==> src/rtl/gpc_pkg.sv <==
// ----------------------------------------------------------------------------
// Grid path counter package
// Constants and default sizes shared by the grid path counter modules.
// ----------------------------------------------------------------------------
package gpc_pkg;

   localparam int DEF_MAX_ROWS    = 64;
   localparam int DEF_MAX_COLS    = 64;
   localparam int DEF_COUNT_WIDTH = 32;

   localparam int SIZE_WIDTH  = 7;
   localparam int PATH_WIDTH  = 32;
   localparam int CSR_IDX_WIDTH = 1;

   typedef enum logic [CSR_IDX_WIDTH-1:0] {
      CSR_NUM_ROWS = 1'b0,
      CSR_NUM_COLS = 1'b1
   } csr_index_type;

endpackage

==> src/rtl/gpc_cell.sv <==
// ----------------------------------------------------------------------------
// Grid path counter row cell
// Holds one path count of the row above and passes it on towards the head
// of the chain on every accepted transaction.
// ----------------------------------------------------------------------------
module gpc_cell #(
   parameter int WIDTH = gpc_pkg::DEF_COUNT_WIDTH
) (
   input  logic             clock,
   input  logic             shift_en,
   input  logic             load_new,
   input  logic [WIDTH-1:0] new_count,
   input  logic [WIDTH-1:0] next_count,
   output logic [WIDTH-1:0] count
);

   logic [WIDTH-1:0] count_ff;
   logic [WIDTH-1:0] count_in;

   assign count_in = load_new ? new_count : next_count;

   always_ff @(posedge clock) begin
      if (shift_en) begin
         count_ff <= count_in;
      end
   end

   assign count = count_ff;

endmodule

==> src/rtl/gpc_row_chain.sv <==
// ----------------------------------------------------------------------------
// Grid path counter row chain
// A chain of count cells that acts as a shift line whose length follows the
// number of columns in use; the head cell always holds the count above.
// ----------------------------------------------------------------------------
module gpc_row_chain #(
   parameter int DEPTH     = gpc_pkg::DEF_MAX_COLS,
   parameter int WIDTH     = gpc_pkg::DEF_COUNT_WIDTH,
   parameter int IDX_WIDTH = (DEPTH > 1) ? $clog2(DEPTH) : 1
) (
   input  logic                 clock,
   input  logic                 shift_en,
   input  logic [IDX_WIDTH-1:0] last_idx,
   input  logic [WIDTH-1:0]     new_count,
   output logic [WIDTH-1:0]     head_count
);

   logic [WIDTH-1:0] cell_count [DEPTH];

   for (genvar i = 0; i < DEPTH; i++) begin : g_cell
      logic [WIDTH-1:0] next_count;

      if (i == DEPTH - 1) begin : g_tail
         assign next_count = '0;
      end else begin : g_body
         assign next_count = cell_count[i+1];
      end

      gpc_cell #(
         .WIDTH (WIDTH)
      ) u_cell (
         .clock      (clock),
         .shift_en   (shift_en),
         .load_new   (last_idx == IDX_WIDTH'(i)),
         .new_count  (new_count),
         .next_count (next_count),
         .count      (cell_count[i])
      );
   end

   assign head_count = cell_count[0];

endmodule

==> src/rtl/grid_path_count_with_obstacles.sv <==
// ----------------------------------------------------------------------------
// Grid path counter with obstacles
// Counts the right/down paths across a grid whose cells arrive in row-major
// order, one obstacle bit per transaction.
// ----------------------------------------------------------------------------
// One cell is taken in every cycle unless the input stalls, and the result
// of a grid is registered as its last cell is accepted. The counts of the
// row above live in a chain of MAX_COLS cells that shifts once per accepted
// cell, so the count above is always at the head of the chain. The input
// stalls only on the last cell of a grid while the previous result is still
// waiting to be taken. Writing either size register rewinds the grid.
module grid_path_count_with_obstacles #(
   parameter int MAX_ROWS    = gpc_pkg::DEF_MAX_ROWS,
   parameter int MAX_COLS    = gpc_pkg::DEF_MAX_COLS,
   parameter int COUNT_WIDTH = gpc_pkg::DEF_COUNT_WIDTH
) (
   input  logic                                clock,
   input  logic                                reset,
   input  logic                                csr_write_en,
   input  logic [gpc_pkg::CSR_IDX_WIDTH-1:0]   csr_index,
   input  logic [gpc_pkg::SIZE_WIDTH-1:0]      csr_wdata,
   input  logic                                req_valid,
   output logic                                req_stall,
   input  logic                                req_blocked,
   output logic                                rsp_valid,
   input  logic                                rsp_stall,
   output logic [gpc_pkg::PATH_WIDTH-1:0]      rsp_path_count,
   output logic                                rsp_saturated
);

   localparam int RW = (MAX_ROWS > 1) ? $clog2(MAX_ROWS) : 1;
   localparam int CW = (MAX_COLS > 1) ? $clog2(MAX_COLS) : 1;

   logic [RW-1:0]          last_row_ff, last_row_in;
   logic [CW-1:0]          last_col_ff, last_col_in;
   logic [RW-1:0]          row_ff, row_in;
   logic [CW-1:0]          col_ff, col_in;
   logic [COUNT_WIDTH-1:0] left_ff, left_in;
   logic                   ovf_ff, ovf_in;
   logic                   rsp_valid_ff, rsp_valid_in;
   logic [gpc_pkg::PATH_WIDTH-1:0] path_ff, path_in;
   logic                   sat_ff, sat_in;

   logic                   req_accept;
   logic                   at_last_col;
   logic                   at_last_row;
   logic                   at_last_cell;
   logic [COUNT_WIDTH-1:0] head_count;
   logic [COUNT_WIDTH-1:0] above;
   logic [COUNT_WIDTH-1:0] left;
   logic [COUNT_WIDTH:0]   sum;
   logic                   sum_sat;
   logic                   step_ovf;
   logic [COUNT_WIDTH-1:0] cell_value;

   assign at_last_col  = (col_ff == last_col_ff);
   assign at_last_row  = (row_ff == last_row_ff);
   assign at_last_cell = at_last_col && at_last_row;

   assign req_stall  = rsp_valid_ff && rsp_stall && at_last_cell;
   assign req_accept = req_valid && !req_stall;

   assign above   = (row_ff == '0) ? '0 : head_count;
   assign left    = (col_ff == '0) ? '0 : left_ff;
   assign sum     = {1'b0, above} + {1'b0, left};
   assign sum_sat = sum[COUNT_WIDTH];

   always_comb begin
      step_ovf = 1'b0;
      priority if (req_blocked) begin
         cell_value = '0;
      end else if ((row_ff == '0) && (col_ff == '0)) begin
         cell_value = COUNT_WIDTH'(1);
      end else if (sum_sat) begin
         cell_value = '1;
         step_ovf   = 1'b1;
      end else begin
         cell_value = sum[COUNT_WIDTH-1:0];
      end
   end

   always_comb begin
      last_row_in = last_row_ff;
      last_col_in = last_col_ff;
      if (csr_write_en) begin
         unique case (gpc_pkg::csr_index_type'(csr_index))
            gpc_pkg::CSR_NUM_ROWS: begin
               priority if (csr_wdata == '0) begin
                  last_row_in = '0;
               end else if (int'(csr_wdata) > MAX_ROWS) begin
                  last_row_in = RW'(MAX_ROWS - 1);
               end else begin
                  last_row_in = RW'(csr_wdata - 7'd1);
               end
            end
            gpc_pkg::CSR_NUM_COLS: begin
               priority if (csr_wdata == '0) begin
                  last_col_in = '0;
               end else if (int'(csr_wdata) > MAX_COLS) begin
                  last_col_in = CW'(MAX_COLS - 1);
               end else begin
                  last_col_in = CW'(csr_wdata - 7'd1);
               end
            end
            default: begin
               last_row_in = last_row_ff;
            end
         endcase
      end
   end

   always_comb begin
      row_in       = row_ff;
      col_in       = col_ff;
      left_in      = left_ff;
      ovf_in       = ovf_ff;
      rsp_valid_in = rsp_valid_ff && rsp_stall;
      path_in      = path_ff;
      sat_in       = sat_ff;
      priority if (csr_write_en) begin
         row_in  = '0;
         col_in  = '0;
         left_in = '0;
         ovf_in  = 1'b0;
      end else if (req_accept) begin
         priority if (!at_last_col) begin
            col_in  = col_ff + CW'(1);
            left_in = cell_value;
            ovf_in  = ovf_ff || step_ovf;
         end else if (!at_last_row) begin
            col_in  = '0;
            row_in  = row_ff + RW'(1);
            left_in = '0;
            ovf_in  = ovf_ff || step_ovf;
         end else begin
            row_in       = '0;
            col_in       = '0;
            left_in      = '0;
            ovf_in       = 1'b0;
            rsp_valid_in = 1'b1;
            path_in      = gpc_pkg::PATH_WIDTH'(cell_value);
            sat_in       = ovf_ff || step_ovf;
         end
      end
   end

   always_ff @(posedge clock) begin
      if (reset) begin
         last_row_ff  <= '0;
         last_col_ff  <= '0;
         row_ff       <= '0;
         col_ff       <= '0;
         left_ff      <= '0;
         ovf_ff       <= 1'b0;
         rsp_valid_ff <= 1'b0;
      end else begin
         last_row_ff  <= last_row_in;
         last_col_ff  <= last_col_in;
         row_ff       <= row_in;
         col_ff       <= col_in;
         left_ff      <= left_in;
         ovf_ff       <= ovf_in;
         rsp_valid_ff <= rsp_valid_in;
      end
   end

   always_ff @(posedge clock) begin
      path_ff <= path_in;
      sat_ff  <= sat_in;
   end

   gpc_row_chain #(
      .DEPTH     (MAX_COLS),
      .WIDTH     (COUNT_WIDTH),
      .IDX_WIDTH (CW)
   ) u_row_chain (
      .clock      (clock),
      .shift_en   (req_accept && !csr_write_en),
      .last_idx   (last_col_ff),
      .new_count  (cell_value),
      .head_count (head_count)
   );

   assign rsp_valid      = rsp_valid_ff;
   assign rsp_path_count = path_ff;
   assign rsp_saturated  = sat_ff;

endmodule

==> config.mk <==
export PLATFORM = sky130hd
export DESIGN_NAME = grid_path_count_with_obstacles
export DESIGN_NICKNAME = d
export VERILOG_FILES = /design/src/rtl/gpc_pkg.sv /design/src/rtl/gpc_cell.sv /design/src/rtl/gpc_row_chain.sv /design/src/rtl/grid_path_count_with_obstacles.sv
export SDC_FILE = /design/constraint.sdc
export NUM_CORES = 2
export LEC_CHECK = 0
export ABC_AREA = 1
export BUFFER_PORTS_ARGS = -buffer_cell sky130_fd_sc_hd__buf_2
export CAP_MARGIN = 25
export CORE_UTILIZATION = 57
export DETAILED_ROUTE_END_ITERATION = 8
export GPL_ROUTABILITY_DRIVEN = 0
export PLACE_DENSITY_LB_ADDON = 0.08
export SLEW_MARGIN = 20
export SYNTH_ARGS = -nofsm -noshare
export SYNTH_HDL_FRONTEND = slang
export SYNTH_SLANG_ARGS = --single-unit
==> constraint.sdc <==
create_clock -name clock -period 127 [get_ports clock]
set_clock_uncertainty 0.05 [all_clocks]
set_input_delay 25.4 -clock clock [delete_from_list [all_inputs] [get_ports clock]]
set_output_delay 25.4 -clock clock [all_outputs]
set_load 0.03 [all_outputs]
* After elaboration in Yosys (flattened, before gate mapping) *
Cells that the tools add are included.

word-level totals
  bits in registers = 2,139
  latch bits = 0
  bits in writable memories = 0
  bits in read-only memories = 0
  word-level logic and storage cells = 245
  memories kept = 0

operators by class
  add/subtract/negate cells = 4
  $mul = 0
  divide/modulo/power cells = 0
  order comparisons = 1
  equal/unequal tests = 65
  shift operators = 0
  mux-type cells = 82
  bitwise gates (word level) = 2
  reductions and logical operators = 18

operators with widths
  operator                                                               count
  32-bit 2-to-1 mux                                                      69
  6-bit equality test, second input constant                             32
  6-bit by 5-bit equality test with 1-bit output, second input constant  16
  6-bit by 4-bit equality test with 1-bit output, second input constant  8
  32-bit by 32-bit adder with 33-bit output                              1
  6-bit by 3-bit equality test with 1-bit output, second input constant  4
  6-bit 2-to-1 mux                                                       4
  6-bit zero test                                                        3
  6-bit by 1-bit adder with 6-bit output, second input constant          2
  6-bit by 2-bit equality test with 1-bit output, second input constant  2
  6-bit equality test                                                    2
  1-bit 2-to-1 mux                                                       9
  7-bit > comparator, second input constant                              1
  7-bit zero test                                                        1
  6-bit by 1-bit equality test with 1-bit output, second input constant  1
  1-bit logical AND                                                      6
  2-bit AND reduction                                                    3
  6-bit by 1-bit subtractor with 6-bit output, second input constant     1
  4-bit AND reduction                                                    1
  1-bit zero test                                                        2
  1-bit inverter                                                         2
  2-bit OR reduction                                                     1
  1-bit logical OR                                                       1

* Longest topological paths before layout *
  depth in word-level cells = 9
  gate-level depth with buffers = 23
  mapped depth without buffers = 20

* Cells and area by module *
Synthesis repeated with hierarchy kept, for this count alone.

unflattened totals
  cells, all modules = 9,950
  area total of the unflattened synthesis = 100,551.4 um^2

by module, submodules not included
  module                          times used  cells each  area an instance (um^2)
  gpc_cell                        64          136         1,452.6
  grid_path_count_with_obstacles  1           1,141       7,165.6
  gpc_row_chain                   1           105         416.6

* Worst setup path before layout *
No wires, ideal clock.

  path kind = input to register
  from = in rsp_stall
  to = reg path_ff, in the netlist rsp_path_count[0], enable pin
  library setup time = 0.443 ns
  arrival time = 119.337 ns
  required time = 126.507 ns
  path slack = 7.170 ns
  stages = 8
  path through = nand2_1 inv_1 nand2_1 nand2_1 buf_4 nor2_1 nand2_1 inv_1

on the way
  longest elaborated chain between the ends = 5

ends and longest elaborated chain
  element                          line                                   RTL
  start: declaration               grid_path_count_with_obstacles.sv:26   input logic rsp_stall,
  1-bit logical AND (2 in series)  grid_path_count_with_obstacles.sv:60   assign req_stall = rsp_valid_ff && rsp_stall && at_last_cell;
  1-bit zero test                  grid_path_count_with_obstacles.sv:61   assign req_accept = req_valid && !req_stall;
  1-bit logical AND                grid_path_count_with_obstacles.sv:61
  4-bit AND reduction (no line)    --
  end signal: assignment           grid_path_count_with_obstacles.sv:168  path_ff <= path_in;
  end: declaration                 grid_path_count_with_obstacles.sv:41   logic [gpc_pkg::PATH_WIDTH-1:0] path_ff, path_in;

No other way between the ends.
A chain may end at the register's enable or synchronous reset.

* Worst setup path after layout *
  from = in rsp_stall
  to = out req_stall

on the way
  longest elaborated chain between the ends = 2

ends and longest elaborated chain
  element                          line                                  RTL
  1-bit logical AND (2 in series)  grid_path_count_with_obstacles.sv:60
  end: declaration                 grid_path_count_with_obstacles.sv:23  output logic req_stall,

No other way between the ends.

==> results by group <==
Run status
  • Status: completed

Power
  • Leakage power: 37.8 nW
  • IR drop worst, VDD: 0.0000141 V
  • Pwr per Cell Area: 14.8 mW/mm2

Drt
  • Detailed Routing Iterations Pass 1: 6
  • Vias per cell: 5.72
  • Vias: 57400
  • WL/cell: between 20 and 25 um
  • DRC Markers: 0
  • Final wirelength: 205000 um
  • Initial drt markers: 5906
  • Antenna Violating Nets Remaining: 0

Cells and area
  • Area Growth Syn to Fin: 8.89%
  • Fill cell count: 12400
  • Reg area: ~0.064 mm2
  • Footprint of the multi-input gates: roughly 0.022 mm2
  • Fraction of layout cells with a size suffix above 1: 6.35%
  • Fin nets: 7872

Min path
  • Hold path depth: 2
  • Sink of the worst hold path: left_ff[2]
  • Hold Crit Class: flip-flop to flip-flop
  • Hold wc startpoint: left_ff[2]

CTS
  • CTS Buf Count: 209
  • Hold-fix buffers, CTS: 0
  • Post-CTS Setup Inserts: 0
  • CTS-repair resized insts: 0
  • CTS HTree Levels: 4
  • CTS Root Cell: clkbuf_16
  • Clock Latency Late Sink: 0.83 ns
  • Maximum clock path buffer count: 3
  • Clock Sinks: 2139
  • Clock transition at the registers of the reported paths: 0.06 ns
  • TritonCTS clock tree: done

Synth
  • Synth Cell Area: 0.0895 mm2
  • Syn Area/Cell: 11.1 um2
  • Yosys Warn Count: 0
  • Post-Synthesis Cells: 8053
  • Area contributors post-synth: edfxtp_1 70%, o21ai_0 10%, nand2_1 10%
  • Syn_nets: roughly 8000
  • Top-area cell type share of the netlist area: a little over two thirds
  • Synth area leader: edfxtp_1
  • Flops & latches, synth: 2139
  • Number of different library cells in the post-synthesis netlist: 35
  • Sequential area share after synthesis: 71.2%

STA
  • Setup violations, final: 0
  • Fmax: between 15 and 20 MHz
  • Unrepaired setup endpoints after global routing: no
  • Period utilisation layout: 40.4%
  • Max Slew Vio Count: 0
  • Final hold violations: 0
  • Min Tclk post-route: 51.36 ns
  • Worst Tran Pin Value: 1.08 ns
  • Hold slack final: 0.414 ns
  • Setup tns final: 0 ns
  • Relative slew slack: between 20% and 30%

Floorplan
  • Die area: 0.159 mm2
  • Die Width: 398 um
  • Ports: 49
  • Core area: approximately 0.16 mm2
  • Die height: 398 um
  • Cell Rows: 145
  • Initial core utilization: between 50% and 60%

Global routing
  • Largest net degree at the start of global routing: 206
  • Vias in the first global route: 54900
  • Global-route wire length before repair: 317000 um
  • Gr ovfl total: 0
  • GRT Total Usage: 25.9%
  • Initial antenna violation count: 7

Critical path
  • FF-to-FF path depth: 16
  • Worst reg2reg setup slack: roughly 120 ns
  • Worst Path Arrival: 25.91 ns
  • Top fanout value on the critical path: 2
  • Worst reg2reg path endpoint: u_row_chain.g_cell[44].u_cell.count[15]
  • R2R Path Start: last_col_ff[4]
  • Crit end category: output pin
  • WP data required: roughly 100 ns
  • Crit Path Class: input pin to output pin
  • Critical Path Start Type: input pin

Place
  • Count of input and output buffers: 48
  • DP HPWL: 113000 um

Job
  • MaxCap Viol Count: 0
==> state kept, by name (all words and copies together), names as in the netlist <==
register and cells:
col_ff 6, last_col_ff 6, last_row_ff 6, left_ff 32, ovf_ff 1, row_ff 6, rsp_path_count 32, rsp_saturated 1
rsp_valid 1, u_row_chain.g_cell.u_cell.count 2048
==> worst max-delay path: stages <==
cell and delay (ns):
buf_2 0.08, nand2_1 0.06, inv_1 0.06, nand2_1 0.06, inv_1 0.06, buf_2 0.18
==> worst max path at each step <==
stage | startpoint | to | slack (ns) | cells after the start
4_1_cts | rsp_stall | req_stall | 75.64 | 6
5_1_grt | rsp_stall | req_stall | 75.57 | 6
6_report | rsp_stall | req_stall | 75.64 | 6
3_5_place_dp | rsp_stall | req_stall | 75.64 | 6
3_3_place_gp | rsp_stall | req_stall | 75.56 | 6
2_1_floorplan | rsp_stall | rsp_path_count[0] | 7.17 | 8
==> report_power, final <==
| part | leakage [nW] | total (mW) | internal [mW] | switching (mW) |
|---|---|---|---|---|
| Combinational | 14.7 | 0.0519 | 0.0138 | 0.0381 |
| Clock | 3.06 | 0.580 | 0.322 | 0.258 |
| Sequential | 20.0 | 0.813 | 0.805 | 0.00793 |
| Total | 37.8 | 1.44 | 1.14 | 0.304 |
==> stage by stage <==
step | cells | cell area, um2 | total power, mW | setup WS [ns] | util (%)
floorplan | 8053 | 89500 | 0.956 | 7.17 | -
global placement | 9652 | 90800 | 0.878 | 75.56 | 58.2
detailed placement | 9655 | 90900 | 0.879 | 75.64 | 58.2
CTS | 10000 | 97100 | 1.46 | 75.64 | 62.3
global route | 10000 | 97400 | 1.49 | 75.57 | 62.4
finish | 10000 | 97400 | 1.44 | 75.64 | 62.4
==> layout by cell type (no fill, tap or decap), drive strengths merged, types with 29 or more instances in the layout <==
cell,Yosys,final
ha,38,38
inv,297,291
nor2,187,187
clkbuf,507,272
a21oi,73,73
xor2,29,29
nand3,80,80
dfxtp,58,58
o21ai,2037,2037
nand2,2449,2449
clkinv,60,156
buf,113,175
edfxtp,2081,2081
==> layer usage <==
layer	vias up	part of all wire (%)	track usage, %
met5	-	0	0
met4	0	3.2	9.04
met3	311	5.3	4.01
met2	1516	50	44.8
li1	27400	-	-
met1	28200	41	33.2
==> Yosys cell counts <==
library cell,number
nor2_2,2
buf_4,10
xnor2_1,1
nor4_1,2
nand3_2,1
inv_1,272
o21bai_1,1
buf_1,3
nor2_1,185
nand2_2,14
a21oi_4,1
and2_1,5
ha_1,38
edfxtp_1,2081
nand2_4,1
buf_2,95
buf_6,5
o21ai_1,173
o21ai_0,1864
nand2_1,2434
and3_1,2
xor2_1,29
nor3_1,13
clkbuf_1,501
nand4_1,13
fa_1,1
clkbuf_2,6
a21oi_1,72
nor3_2,2
clkinv_1,60
or2_0,1
dfxtp_1,58
nand3b_1,3
inv_2,25
nand3_1,79
==> cell families after synthesis <==
group | count (synthesis) | synth area share (%)
AO/OA/AOI/OAI | 2111 | 11.8
XOR/XNOR | 30 | 0.294
adder cells (fa/ha/maj) | 39 | 0.554
buffers and inverters | 977 | 4.32
flip-flops | 2139 | 71.2
AND/OR/NAND/NOR | 2757 | 11.8
==> layout make-up <==
cell class                 count  area share, %
tap                         2058           2.64
inverter                     357           1.40
clock buffer                 272           5.64
sequential                  2139           65.3
antenna                        1        0.00257
clock inverter               101          0.798
multi-input combinational   4937           22.7
timing repair buffer         175           1.51
No activity file was read; power rests on OpenSTA's default activity.
